[src/design/tsp_pkg.sv]
// ---------------------------------------------------------------------------
// tsp_pkg
// Shared constants, tables and types for the tilt-to-step-period controller.
// ---------------------------------------------------------------------------
package tsp_pkg;

	localparam int CORDIC_ITERATIONS = 16;
	localparam int ANGLE_FRAC_BITS   = 13;

	localparam int IN_W     = 16;
	localparam int IN_SHIFT = 16;
	localparam int XY_W     = IN_W + IN_SHIFT + 4;
	localparam int ANG_W    = 35;
	localparam int ITER_W   = 5;
	localparam int ROUND_SH = 30 - ANGLE_FRAC_BITS;
	localparam int TILT_W   = ANGLE_FRAC_BITS + 4;
	localparam int OUT_TILT_W = 16;

	localparam int SP_W   = 16;
	localparam int GAIN_W = 10;
	localparam int HP_W   = 14;
	localparam int ERR_W  = TILT_W + 1;
	localparam int P_W    = ERR_W - 1 + GAIN_W;
	localparam int A_W    = P_W + 5;
	localparam int SPAN_W = HP_W + 1;
	localparam int NUM_W  = A_W + SPAN_W;
	localparam int T_W    = NUM_W + 1;

	// divisor 244 * 2^F = 61 * 2^(F+2)
	localparam int DIV_ODD = 61;
	localparam int DIV_SH  = ANGLE_FRAC_BITS + 2;
	localparam longint DIV_D = longint'(DIV_ODD) << DIV_SH;
	localparam int NQ_W  = T_W + 1 - DIV_SH;
	localparam int Q_W   = HP_W;

	// n / 61 = (n * ceil(2^26 / 61)) >> 26, exact for n < 61 * 2^14
	localparam int REC_N_W = Q_W + 6;
	localparam int REC_M_W = 21;
	localparam int REC_SH  = 26;
	localparam int REC_P_W = REC_N_W + REC_M_W;
	localparam logic [REC_M_W-1:0] DIV_RECIP = 21'd1100146;

	localparam int CFG_W     = 16;
	localparam int CFG_IDX_W = 2;

	localparam logic [CFG_IDX_W-1:0] REG_SETPOINT = 2'd0;
	localparam logic [CFG_IDX_W-1:0] REG_GAIN     = 2'd1;
	localparam logic [CFG_IDX_W-1:0] REG_MIN_HP   = 2'd2;
	localparam logic [CFG_IDX_W-1:0] REG_MAX_HP   = 2'd3;

	localparam logic signed [SP_W-1:0] SETPOINT_RST = 16'sd328;
	localparam logic [GAIN_W-1:0]      GAIN_RST     = 10'd100;
	localparam logic [HP_W-1:0]        MIN_HP_RST   = 14'd800;
	localparam logic [HP_W-1:0]        MAX_HP_RST   = 14'd5500;

	localparam logic signed [ANG_W-1:0] PI_Q30 = ANG_W'(64'd3373259426);

	typedef struct packed {
		logic                     done;
		logic signed [TILT_W-1:0] tilt;
	} cordic_res_t;

	typedef struct packed {
		logic           done;
		logic           sat;
		logic [Q_W-1:0] quot;
	} div_res_t;

	// atan(2^-i) in Q30, truncated
	function automatic logic [ANG_W-1:0] atan_q30(input logic [ITER_W-1:0] i);
		logic [ANG_W-1:0] v;
		case (i)
			5'd0:    v = ANG_W'(64'd843314856);
			5'd1:    v = ANG_W'(64'd497837829);
			5'd2:    v = ANG_W'(64'd263043836);
			5'd3:    v = ANG_W'(64'd133525158);
			5'd4:    v = ANG_W'(64'd67021686);
			5'd5:    v = ANG_W'(64'd33543515);
			5'd6:    v = ANG_W'(64'd16775850);
			5'd7:    v = ANG_W'(64'd8388437);
			5'd8:    v = ANG_W'(64'd4194282);
			5'd9:    v = ANG_W'(64'd2097149);
			5'd10:   v = ANG_W'(64'd1048575);
			5'd11:   v = ANG_W'(64'd524287);
			5'd12:   v = ANG_W'(64'd262143);
			5'd13:   v = ANG_W'(64'd131071);
			5'd14:   v = ANG_W'(64'd65535);
			5'd15:   v = ANG_W'(64'd32767);
			5'd16:   v = ANG_W'(64'd16383);
			5'd17:   v = ANG_W'(64'd8191);
			5'd18:   v = ANG_W'(64'd4095);
			5'd19:   v = ANG_W'(64'd2047);
			5'd20:   v = ANG_W'(64'd1023);
			5'd21:   v = ANG_W'(64'd511);
			5'd22:   v = ANG_W'(64'd255);
			5'd23:   v = ANG_W'(64'd127);
			default: v = '0;
		endcase
		return v;
	endfunction

endpackage

[src/design/tsp_cordic.sv]
// ---------------------------------------------------------------------------
// tsp_cordic
// Iterative vectoring CORDIC: atan2(z, y), one micro-rotation per cycle,
// then rounding of the Q30 angle to the output fraction width.
// ---------------------------------------------------------------------------
module tsp_cordic import tsp_pkg::*; (
	input  logic                   clk,
	input  logic                   arst_n,
	input  logic                   start,
	input  logic signed [IN_W-1:0] y_in,
	input  logic signed [IN_W-1:0] z_in,
	output cordic_res_t            res
);

	logic signed [XY_W-1:0]   x_q, y_q;
	logic signed [ANG_W-1:0]  ang_q;
	logic [ITER_W-1:0]        i_q;
	logic                     run_q, rnd_q, zero_q, done_q;
	logic signed [TILT_W-1:0] tilt_q;

	logic signed [XY_W-1:0]  x0, y0, xs, ys;
	logic [ANG_W-1:0]        step_ang;
	logic [ANG_W-1:0]        mag, mag_r;
	logic signed [TILT_W-1:0] tilt_r;

	always_comb begin
		x0 = XY_W'(y_in) <<< IN_SHIFT;
		y0 = XY_W'(z_in) <<< IN_SHIFT;
		xs = x_q >>> i_q;
		ys = y_q >>> i_q;
		step_ang = atan_q30(i_q);
		mag = ang_q[ANG_W-1] ? ANG_W'(-ang_q) : ANG_W'(ang_q);
		mag_r = (mag + (ANG_W'(1) << (ROUND_SH - 1))) >> ROUND_SH;
		tilt_r = ang_q[ANG_W-1] ? -TILT_W'(mag_r) : TILT_W'(mag_r);
	end

	always_ff @(posedge clk or negedge arst_n) begin
		if (!arst_n) begin
			run_q  <= 1'b0;
			rnd_q  <= 1'b0;
			done_q <= 1'b0;
		end else begin
			done_q <= 1'b0;
			if (start) begin
				run_q <= 1'b1;
			end else if (run_q && i_q == ITER_W'(CORDIC_ITERATIONS - 1)) begin
				run_q <= 1'b0;
				rnd_q <= 1'b1;
			end else if (rnd_q) begin
				rnd_q  <= 1'b0;
				done_q <= 1'b1;
			end
		end
	end

	always_ff @(posedge clk) begin
		if (start) begin
			zero_q <= (y_in == '0) && (z_in == '0);
			i_q    <= '0;
			if (y_in[IN_W-1]) begin
				x_q   <= -x0;
				y_q   <= -y0;
				ang_q <= z_in[IN_W-1] ? -PI_Q30 : PI_Q30;
			end else begin
				x_q   <= x0;
				y_q   <= y0;
				ang_q <= '0;
			end
		end else if (run_q) begin
			i_q <= i_q + ITER_W'(1);
			if (!y_q[XY_W-1]) begin
				x_q   <= x_q + ys;
				y_q   <= y_q - xs;
				ang_q <= ang_q + signed'(step_ang);
			end else begin
				x_q   <= x_q - ys;
				y_q   <= y_q + xs;
				ang_q <= ang_q - signed'(step_ang);
			end
		end
		if (rnd_q) begin
			tilt_q <= zero_q ? '0 : tilt_r;
		end
	end

	assign res.done = done_q;
	assign res.tilt = tilt_q;

endmodule

[src/design/tsp_div.sv]
// ---------------------------------------------------------------------------
// tsp_div
// Divide by the odd factor of the mapping divisor with a reciprocal multiply,
// quotient registered in the cycle after start, saturation flagged once the
// quotient would exceed the output width.
// ---------------------------------------------------------------------------
module tsp_div import tsp_pkg::*; (
	input  logic            clk,
	input  logic            arst_n,
	input  logic            start,
	input  logic [NQ_W-1:0] dividend,
	output div_res_t        res
);

	logic [REC_P_W-1:0] prod_q;
	logic               done_q, sat_q;

	always_ff @(posedge clk or negedge arst_n) begin
		if (!arst_n) begin
			done_q <= 1'b0;
		end else begin
			done_q <= start;
		end
	end

	always_ff @(posedge clk) begin
		if (start) begin
			sat_q  <= dividend >= (NQ_W'(DIV_ODD) << Q_W);
			prod_q <= REC_P_W'(dividend[REC_N_W-1:0]) * REC_P_W'(DIV_RECIP);
		end
	end

	assign res.done = done_q;
	assign res.sat  = sat_q;
	assign res.quot = prod_q[REC_SH +: Q_W];

endmodule

[src/design/tilt_to_step_period_controller.sv]
// ---------------------------------------------------------------------------
// tilt_to_step_period_controller
// Accelerometer Y/Z sample in, stepper direction, filtered half-period and
// tilt out. One sample at a time; result held in an output register.
// ---------------------------------------------------------------------------
// An input beat is followed by the CORDIC micro-rotations, a rounding step,
// the error, gain and mapping arithmetic states with one multiplier per cycle,
// the reciprocal multiply for the divide, the hand-off of the quotient into
// the output register, and then the result beat. in_ready is high only while
// the block is idle, which it is again once the result is loaded, so a new
// sample is not taken before the previous result is loaded; a new sample may
// be taken while the previous result still waits on out_ready.
// The half-period filter state resets to zero.
module tilt_to_step_period_controller import tsp_pkg::*; (
	input  logic                         clk,
	input  logic                         arst_n,
	input  logic                         in_valid,
	output logic                         in_ready,
	input  logic signed [IN_W-1:0]       accel_y,
	input  logic signed [IN_W-1:0]       accel_z,
	output logic                         out_valid,
	input  logic                         out_ready,
	output logic                         direction,
	output logic [HP_W-1:0]              half_period_us,
	output logic signed [OUT_TILT_W-1:0] tilt_angle,
	input  logic                         cfg_we,
	input  logic [CFG_IDX_W-1:0]         cfg_index,
	input  logic [CFG_W-1:0]             cfg_data
);

	localparam logic [3:0] S_IDLE   = 4'd0;
	localparam logic [3:0] S_CORDIC = 4'd1;
	localparam logic [3:0] S_ERR    = 4'd2;
	localparam logic [3:0] S_MUL    = 4'd3;
	localparam logic [3:0] S_A      = 4'd4;
	localparam logic [3:0] S_NUM    = 4'd5;
	localparam logic [3:0] S_T      = 4'd6;
	localparam logic [3:0] S_PREP   = 4'd7;
	localparam logic [3:0] S_DIV    = 4'd8;
	localparam logic [3:0] S_DONE   = 4'd9;

	logic [3:0] state_q;

	logic signed [SP_W-1:0] setpoint_q;
	logic [GAIN_W-1:0]      gain_q;
	logic [HP_W-1:0]        min_q, max_q;

	logic signed [TILT_W-1:0] tilt_q;
	logic signed [ERR_W-1:0]  err_q;
	logic [P_W-1:0]           p_q;
	logic signed [A_W-1:0]    a_q;
	logic signed [SPAN_W-1:0] span_q;
	logic signed [NUM_W-1:0]  num_q;
	logic signed [T_W-1:0]    t_q;
	logic                     neg_q;

	logic                     out_valid_q, dir_q;
	logic [HP_W-1:0]          half_q;
	logic signed [OUT_TILT_W-1:0] tilt_out_q;

	cordic_res_t cordic_res;
	div_res_t    div_res;

	logic                    in_beat, load_out, div_start;
	logic [ERR_W-2:0]        err_mag;
	logic [A_W-1:0]          p_ext;
	logic [T_W-1:0]          mxd;
	logic [T_W:0]            t_sum;
	logic [NQ_W-1:0]         nq;
	logic [HP_W-1:0]         q_hi, q_c;
	logic [HP_W:0]           avg_sum;

	assign in_beat   = in_valid && in_ready;
	assign in_ready  = (state_q == S_IDLE);
	assign load_out  = (state_q == S_DONE) && (!out_valid_q || out_ready);
	assign div_start = (state_q == S_PREP);

	always_comb begin
		err_mag = err_q[ERR_W-1] ? (ERR_W-1)'(-err_q) : (ERR_W-1)'(err_q);
		p_ext   = A_W'(p_q);
		mxd     = T_W'(max_q) * T_W'(DIV_D);
		t_sum   = {1'b0, t_q} + (T_W+1)'(DIV_D / 2);
		nq      = t_sum[T_W:DIV_SH];
		q_hi    = (div_res.sat || div_res.quot > max_q) ? max_q : div_res.quot;
		if (neg_q || q_hi < min_q) begin
			q_c = min_q;
		end else begin
			q_c = q_hi;
		end
		avg_sum = (HP_W+1)'(q_c) + (HP_W+1)'(half_q);
	end

	tsp_cordic u_cordic (
		.clk    (clk),
		.arst_n (arst_n),
		.start  (in_beat),
		.y_in   (accel_y),
		.z_in   (accel_z),
		.res    (cordic_res)
	);

	tsp_div u_div (
		.clk      (clk),
		.arst_n   (arst_n),
		.start    (div_start),
		.dividend (nq),
		.res      (div_res)
	);

	always_ff @(posedge clk or negedge arst_n) begin
		if (!arst_n) begin
			setpoint_q <= SETPOINT_RST;
			gain_q     <= GAIN_RST;
			min_q      <= MIN_HP_RST;
			max_q      <= MAX_HP_RST;
		end else if (cfg_we) begin
			case (cfg_index)
				REG_SETPOINT: setpoint_q <= signed'(cfg_data[SP_W-1:0]);
				REG_GAIN:     gain_q     <= cfg_data[GAIN_W-1:0];
				REG_MIN_HP:   min_q      <= cfg_data[HP_W-1:0];
				REG_MAX_HP:   max_q      <= cfg_data[HP_W-1:0];
				default:      ;
			endcase
		end
	end

	always_ff @(posedge clk or negedge arst_n) begin
		if (!arst_n) begin
			state_q     <= S_IDLE;
			out_valid_q <= 1'b0;
			half_q      <= '0;
		end else begin
			if (load_out) begin
				out_valid_q <= 1'b1;
				half_q      <= avg_sum[HP_W:1];
			end else if (out_ready) begin
				out_valid_q <= 1'b0;
			end
			case (state_q)
				S_IDLE:   if (in_beat) begin
					state_q <= S_CORDIC;
				end
				S_CORDIC: if (cordic_res.done) begin
					state_q <= S_ERR;
				end
				S_ERR:    state_q <= S_MUL;
				S_MUL:    state_q <= S_A;
				S_A:      state_q <= S_NUM;
				S_NUM:    state_q <= S_T;
				S_T:      state_q <= S_PREP;
				S_PREP:   state_q <= S_DIV;
				S_DIV:    if (div_res.done) begin
					state_q <= S_DONE;
				end
				S_DONE:   if (load_out) begin
					state_q <= S_IDLE;
				end
				default:  state_q <= S_IDLE;
			endcase
		end
	end

	always_ff @(posedge clk) begin
		if (state_q == S_CORDIC && cordic_res.done) begin
			tilt_q <= cordic_res.tilt;
			err_q  <= ERR_W'(setpoint_q) - ERR_W'(cordic_res.tilt);
		end
		if (state_q == S_MUL) begin
			p_q <= P_W'(err_mag) * P_W'(gain_q);
		end
		if (state_q == S_A) begin
			a_q    <= signed'((p_ext << 3) + (p_ext << 1)
				- (A_W'(6) << ANGLE_FRAC_BITS));
			span_q <= signed'(SPAN_W'(max_q) - SPAN_W'(min_q));
		end
		if (state_q == S_NUM) begin
			num_q <= NUM_W'(a_q) * NUM_W'(span_q);
		end
		if (state_q == S_T) begin
			t_q <= signed'(mxd) - T_W'(num_q);
		end
		if (state_q == S_PREP) begin
			neg_q <= t_q[T_W-1];
		end
		if (load_out) begin
			dir_q      <= !err_q[ERR_W-1];
			tilt_out_q <= tilt_q[OUT_TILT_W-1:0];
		end
	end

	assign out_valid      = out_valid_q;
	assign direction      = dir_q;
	assign half_period_us = half_q;
	assign tilt_angle     = tilt_out_q;

`ifndef ASSERT_OFF
	a_busy_after_beat: assert property (@(posedge clk) disable iff (!arst_n)
		in_beat |=> !in_ready)
		else $error("input taken while busy");

	a_cordic_done_state: assert property (@(posedge clk) disable iff (!arst_n)
		cordic_res.done |-> state_q == S_CORDIC)
		else $error("cordic done outside cordic state");

	a_div_done_state: assert property (@(posedge clk) disable iff (!arst_n)
		div_res.done |-> state_q == S_DIV)
		else $error("divider done outside divide state");

	a_load_sets_valid: assert property (@(posedge clk) disable iff (!arst_n)
		load_out |=> out_valid && state_q == S_IDLE)
		else $error("result load did not raise out_valid");
`endif

endmodule
[config.mk]
export PLATFORM = sky130hd
export DESIGN_NAME = tilt_to_step_period_controller
export DESIGN_NICKNAME = d
export VERILOG_FILES = /design/src/design/tsp_pkg.sv /design/src/design/tsp_cordic.sv /design/src/design/tsp_div.sv /design/src/design/tilt_to_step_period_controller.sv
export SDC_FILE = /design/constraint.sdc
export NUM_CORES = 2
export LEC_CHECK = 0
export BUFFER_PORTS_ARGS = -buffer_cell sky130_fd_sc_hd__buf_2
export CAP_MARGIN = 15
export CORE_MARGIN = 8
export CORE_UTILIZATION = 35
export CTS_CLUSTER_SIZE = 8
export DETAILED_ROUTE_END_ITERATION = 16
export REMOVE_ABC_BUFFERS = 1
export SYNTH_ARGS = -nofsm -noshare
export SYNTH_HDL_FRONTEND = slang
export SYNTH_HIERARCHICAL = 1
export SYNTH_SLANG_ARGS = --single-unit
[constraint.sdc]
create_clock -name clk -period 9 [get_ports clk]
set_input_delay 0.9 -clock clk [delete_from_list [all_inputs] [get_ports clk]]
set_output_delay 0.9 -clock clk [all_outputs]
set_load 0.03 [all_outputs]
==> flow_results.xml <==
<?xml version="1.0" encoding="UTF-8"?>
<metrics>
  <group name="floorplan">
    <metric name="floorplan.initialDensity" unit="%">35.2</metric>
    <metric name="number_of_rows_created_at_floorplan" unit="">160</metric>
    <metric name="io-pin-count" unit="">88</metric>
    <metric name="die_x" unit="µm">453</metric>
    <metric name="design.die.area" unit="µm²">205000</metric>
    <metric name="dieHeight" unit="µm">453</metric>
    <metric name="placeableCoreArea" unit="µm²">190000</metric>
  </group>
  <group name="sta">
    <metric name="final_count_of_pins_violating_max_slew" unit="">0</metric>
    <metric name="fmaxAchievable" unit="MHz">126</metric>
    <metric name="setup-tns-final" unit="ns">0</metric>
    <metric name="setup_violations" unit="">0</metric>
    <metric name="finalCriticalPeriod" unit="ns">7.94</metric>
    <metric name="worst_slack" unit="ns">1.06</metric>
    <metric name="fin_crit_sh" unit="%">88.2</metric>
    <metric name="clk_skew" unit="ns">0.0497</metric>
    <metric name="tightestPinTransition" unit="ns">1.13</metric>
    <metric name="final.hold.worst_slack" unit="ns">0.415</metric>
    <metric name="rsz0062_at_grt" unit="">no</metric>
    <metric name="remaining_max_slew_budget_at_the_tightest_pin" unit="%">23.0</metric>
    <metric name="hold_violations" unit="">0</metric>
  </group>
  <group name="critical_path">
    <metric name="worst_path_dominant_cell_family" unit="">adder cells</metric>
    <metric name="reg2reg_to" unit="">num_q[46]</metric>
    <metric name="worstSetupEndpoint" unit="">num_q[46]</metric>
    <metric name="cp_num_cells" unit="">22</metric>
    <metric name="crit_path_start_kind" unit="">flop</metric>
    <metric name="max_stage_delay" unit="ns">1.01</metric>
    <metric name="worst-endpoint-arrival" unit="ns">8.34</metric>
    <metric name="critPathCaptureType" unit="">flop</metric>
    <metric name="worst_path_max_delay_cell" unit="">edfxtp_1</metric>
    <metric name="worst-r2r-setup-slack" unit="ns">1.06</metric>
    <metric name="critPathLaunch" unit="">span_q[6]</metric>
    <metric name="rr_worst_depth" unit="">22</metric>
    <metric name="timing.critical_path.buf_inv" unit="">4</metric>
    <metric name="critical_path.reg2reg.startpoint" unit="">span_q[6]</metric>
    <metric name="critical_path_peak_fanout" unit="">19</metric>
    <metric name="timing.critical_path.mode_cell" unit="">fa_1</metric>
    <metric name="cp_cell_sequence" unit="">buf_4 -&gt; nand2_1 -&gt; fa_1 -&gt; inv_1 -&gt; fa_1 -&gt; fa_1 -&gt; fa_1 -&gt; fa_1 -&gt; inv_1 -&gt; fa_1 -&gt; inv_1 -&gt; ha_1 -&gt; and3_1 -&gt; a2111o_1 -&gt; o2111ai_1 -&gt; o31a_1 -&gt; o31ai_1 -&gt; o2111ai_1 -&gt; a31oi_1 -&gt; or4b_2 -&gt; a31oi_1 -&gt; xnor2_1</metric>
    <metric name="criticalPathCategory" unit="">flop to flop</metric>
    <metric name="cp_data_required_time" unit="ns">9.40</metric>
  </group>
  <group name="placed_design">
    <metric name="io_buffer_count" unit="">87</metric>
    <metric name="place_congestion" unit="">0.963</metric>
    <metric name="hpwl" unit="mm">145</metric>
    <metric name="dp_worst_setup_slack" unit="ns">1.11</metric>
  </group>
  <group name="synthesis">
    <metric name="ys_seq_elements" unit="">457</metric>
    <metric name="synth_area" unit="µm²">66800</metric>
    <metric name="synthDominantCellAreaShare" unit="%">20.9</metric>
    <metric name="yosys-top-cells-area" unit="">fa_1 21%, edfxtp_1 16%, ha_1 13%</metric>
    <metric name="proportion_of_synthesized_flip_flops_having_asynchronous_set_or_reset" unit="%">16.8</metric>
    <metric name="yosys.area.top_type" unit="">fa_1</metric>
    <metric name="syn_inst" unit="">7193</metric>
    <metric name="syn_area_per_cell" unit="µm²">9.28</metric>
    <metric name="yosysSeqAreaShare" unit="%">19.5</metric>
    <metric name="yosys_most_used_dff" unit="">edfxtp_1</metric>
    <metric name="synthesis.yosys.warnings" unit="">6</metric>
    <metric name="synth_edf_count" unit="">345</metric>
    <metric name="synth_cell_types" unit="">117</metric>
  </group>
  <group name="cts">
    <metric name="cts_made_buffers" unit="">68</metric>
    <metric name="tritoncts" unit="">done</metric>
    <metric name="cts.clk_slew.worst_paths" unit="ns">0.06</metric>
    <metric name="tritoncts_num_sinks" unit="">457</metric>
    <metric name="clkLatencyLatePin" unit="ns">0.69</metric>
    <metric name="cts_resized" unit="">0</metric>
    <metric name="holdBufCountCts" unit="">0</metric>
    <metric name="cts-root-to-sink-buffers" unit="">3</metric>
    <metric name="clock_tree.htree_level_count" unit="">3</metric>
    <metric name="clk_root_buffer_cell" unit="">clkbuf_16</metric>
    <metric name="cts.repair_timing.setup_buffer_count" unit="">0</metric>
  </group>
  <group name="drt">
    <metric name="detail_route.iter0.violations" unit="">3414</metric>
    <metric name="routedWlPerCell" unit="µm">18.7</metric>
    <metric name="dr_total_vias" unit="">51600</metric>
    <metric name="routed_wl" unit="mm">182</metric>
    <metric name="detail_route.drc_violations" unit="">0</metric>
    <metric name="route.detailed.vias_per_inst" unit="">5.31</metric>
    <metric name="detail_route.first_pass.iterations" unit="">6</metric>
    <metric name="drtAntennaViolNets" unit="">0</metric>
  </group>
  <group name="layout">
    <metric name="synthToLayoutAreaGrowth" unit="%">7.68</metric>
    <metric name="fin_nets" unit="">8618</metric>
    <metric name="layout.cells.most_common" unit="">inv_1</metric>
    <metric name="finish.utilization" unit="%">37.9</metric>
    <metric name="final_cell_mix" unit="">1081 x inv_1, 712 x nand2_1, 698 x ha_1</metric>
    <metric name="post_route_cells_drive_above_1_share" unit="%">7.19</metric>
  </group>
  <group name="grt">
    <metric name="first_global_vias" unit="">53500</metric>
    <metric name="antenna_found_initial" unit="">16</metric>
    <metric name="tot_gr_track_use" unit="%">17.5</metric>
    <metric name="grt_first_pass_wirelength" unit="mm">292</metric>
    <metric name="gr-total-overflow" unit="">0</metric>
    <metric name="grt_start_max_net_pins" unit="">78</metric>
  </group>
  <group name="run">
    <metric name="drv.max_cap_violation_count" unit="">0</metric>
  </group>
  <group name="min_path">
    <metric name="holdCritPathClass" unit="">input port to async pin</metric>
  </group>
  <group name="outcome">
    <metric name="run_status" unit="">finished, final reports clean</metric>
  </group>
</metrics>
## synth_stat cells (43+ instances only)
library cell / number
clkbuf_1: 177
a21o_1: 119
and2_1: 294
nor2_1: 397
mux4_2: 84
nand2b_1: 65
ha_1: 698
edfxtp_1: 345
nand4_1: 47
xnor2_1: 285
a31oi_1: 48
inv_1: 1081
nor2b_1: 69
nor3_1: 106
a21oi_1: 339
nand2_1: 713
nand3_1: 91
fa_1: 697
a211oi_1: 43
o21a_1: 44
dfrtp_1: 60
mux2_2: 90
xor2_1: 150
o31ai_1: 56
mux2i_1: 80
o21ai_0: 300
and3_1: 59
## metrics by stage
stage / instance area (µm²) / cells
6_report: 71900 / 9723
4_1_cts: 71900 / 9720
3_5_place_dp: 69800 / 9609
5_1_grt: 71900 / 9723
2_1_floorplan: 65600 / 6931
3_3_place_gp: 69800 / 9609
## final cells by class
| class | count | area (µm²) |
|---|---|---|
| fill | 18900 | 118000 |
| multi-input combinational | 5390 | 48500 |
| sequential | 457 | 13000 |
| inverter | 1084 | 4070 |
| tap | 2511 | 3140 |
| clock buffer | 101 | 1840 |
| timing repair buffer | 167 | 1060 |
| clock inverter | 10 | 201 |
| antenna | 3 | 7.51 |
## worst min-delay path by stage
stage | start | end | slack (ns) | cells after the start
after floorplan | tilt_q[0] | tilt_angle[0] | 0.40 | 0
after global placement | tilt_q[3] | tilt_angle[3] | 0.40 | 0
after detailed placement | tilt_q[12] | tilt_angle[12] | 0.40 | 0
after CTS | tilt_q[4] | tilt_angle[4] | 0.41 | 0
after global routing | tilt_q[1] | tilt_angle[1] | 0.42 | 0
final | arst_n | half_period_us[9] | 0.42 | 1
## sequential cells by signal, summed over array words and instances (netlist names), 14 cells and up
| register | cells |
|---|---|
| max_q | 14 |
| u_cordic/y_q | 36 |
| u_cordic/step_ang | 30 |
| a_q | 31 |
| num_q | 46 |
| u_cordic/tilt_q | 17 |
| u_div/prod_q | 14 |
| tilt_q | 16 |
| u_cordic/x_q | 36 |
| err_q | 18 |
| span_q | 15 |
| tilt_angle | 16 |
| u_cordic/ang_q | 35 |
| half_period_us | 14 |
| min_q | 14 |
| t_q | 34 |
| setpoint_q | 16 |
| p_q | 27 |
## kinds of logic (layout without fill, tap and decap cells)
family	count (synthesis)	count (layout)	synth area share [%]
and+or+nand+nor	2028	2028	14.9
adders and majority gates	1395	1395	34.0
buffers and inverters	1346	1362	7.88
AOI/OAI and AO/OA	1270	1270	12.2
DFF	457	457	19.5
xor gates and xnor gates	437	437	5.77
muxes	260	260	5.72
other	0	3	0
## metal layers
| layer | vias up | GRT usage (%) | routed length (µm) |
|---|---|---|---|
| met2 | 1267 | 31.5 | 91300 |
| met5 | - | 0 | 0 |
| li1 | 24200 | - | - |
| met1 | 25800 | 21.8 | 75800 |
| met4 | 0 | 5.70 | 6770 |
| met3 | 369 | 2.17 | 7590 |
Power is not shown: default switching activity piles up to over one toggle a cycle in this logic, so the estimate is an artifact.
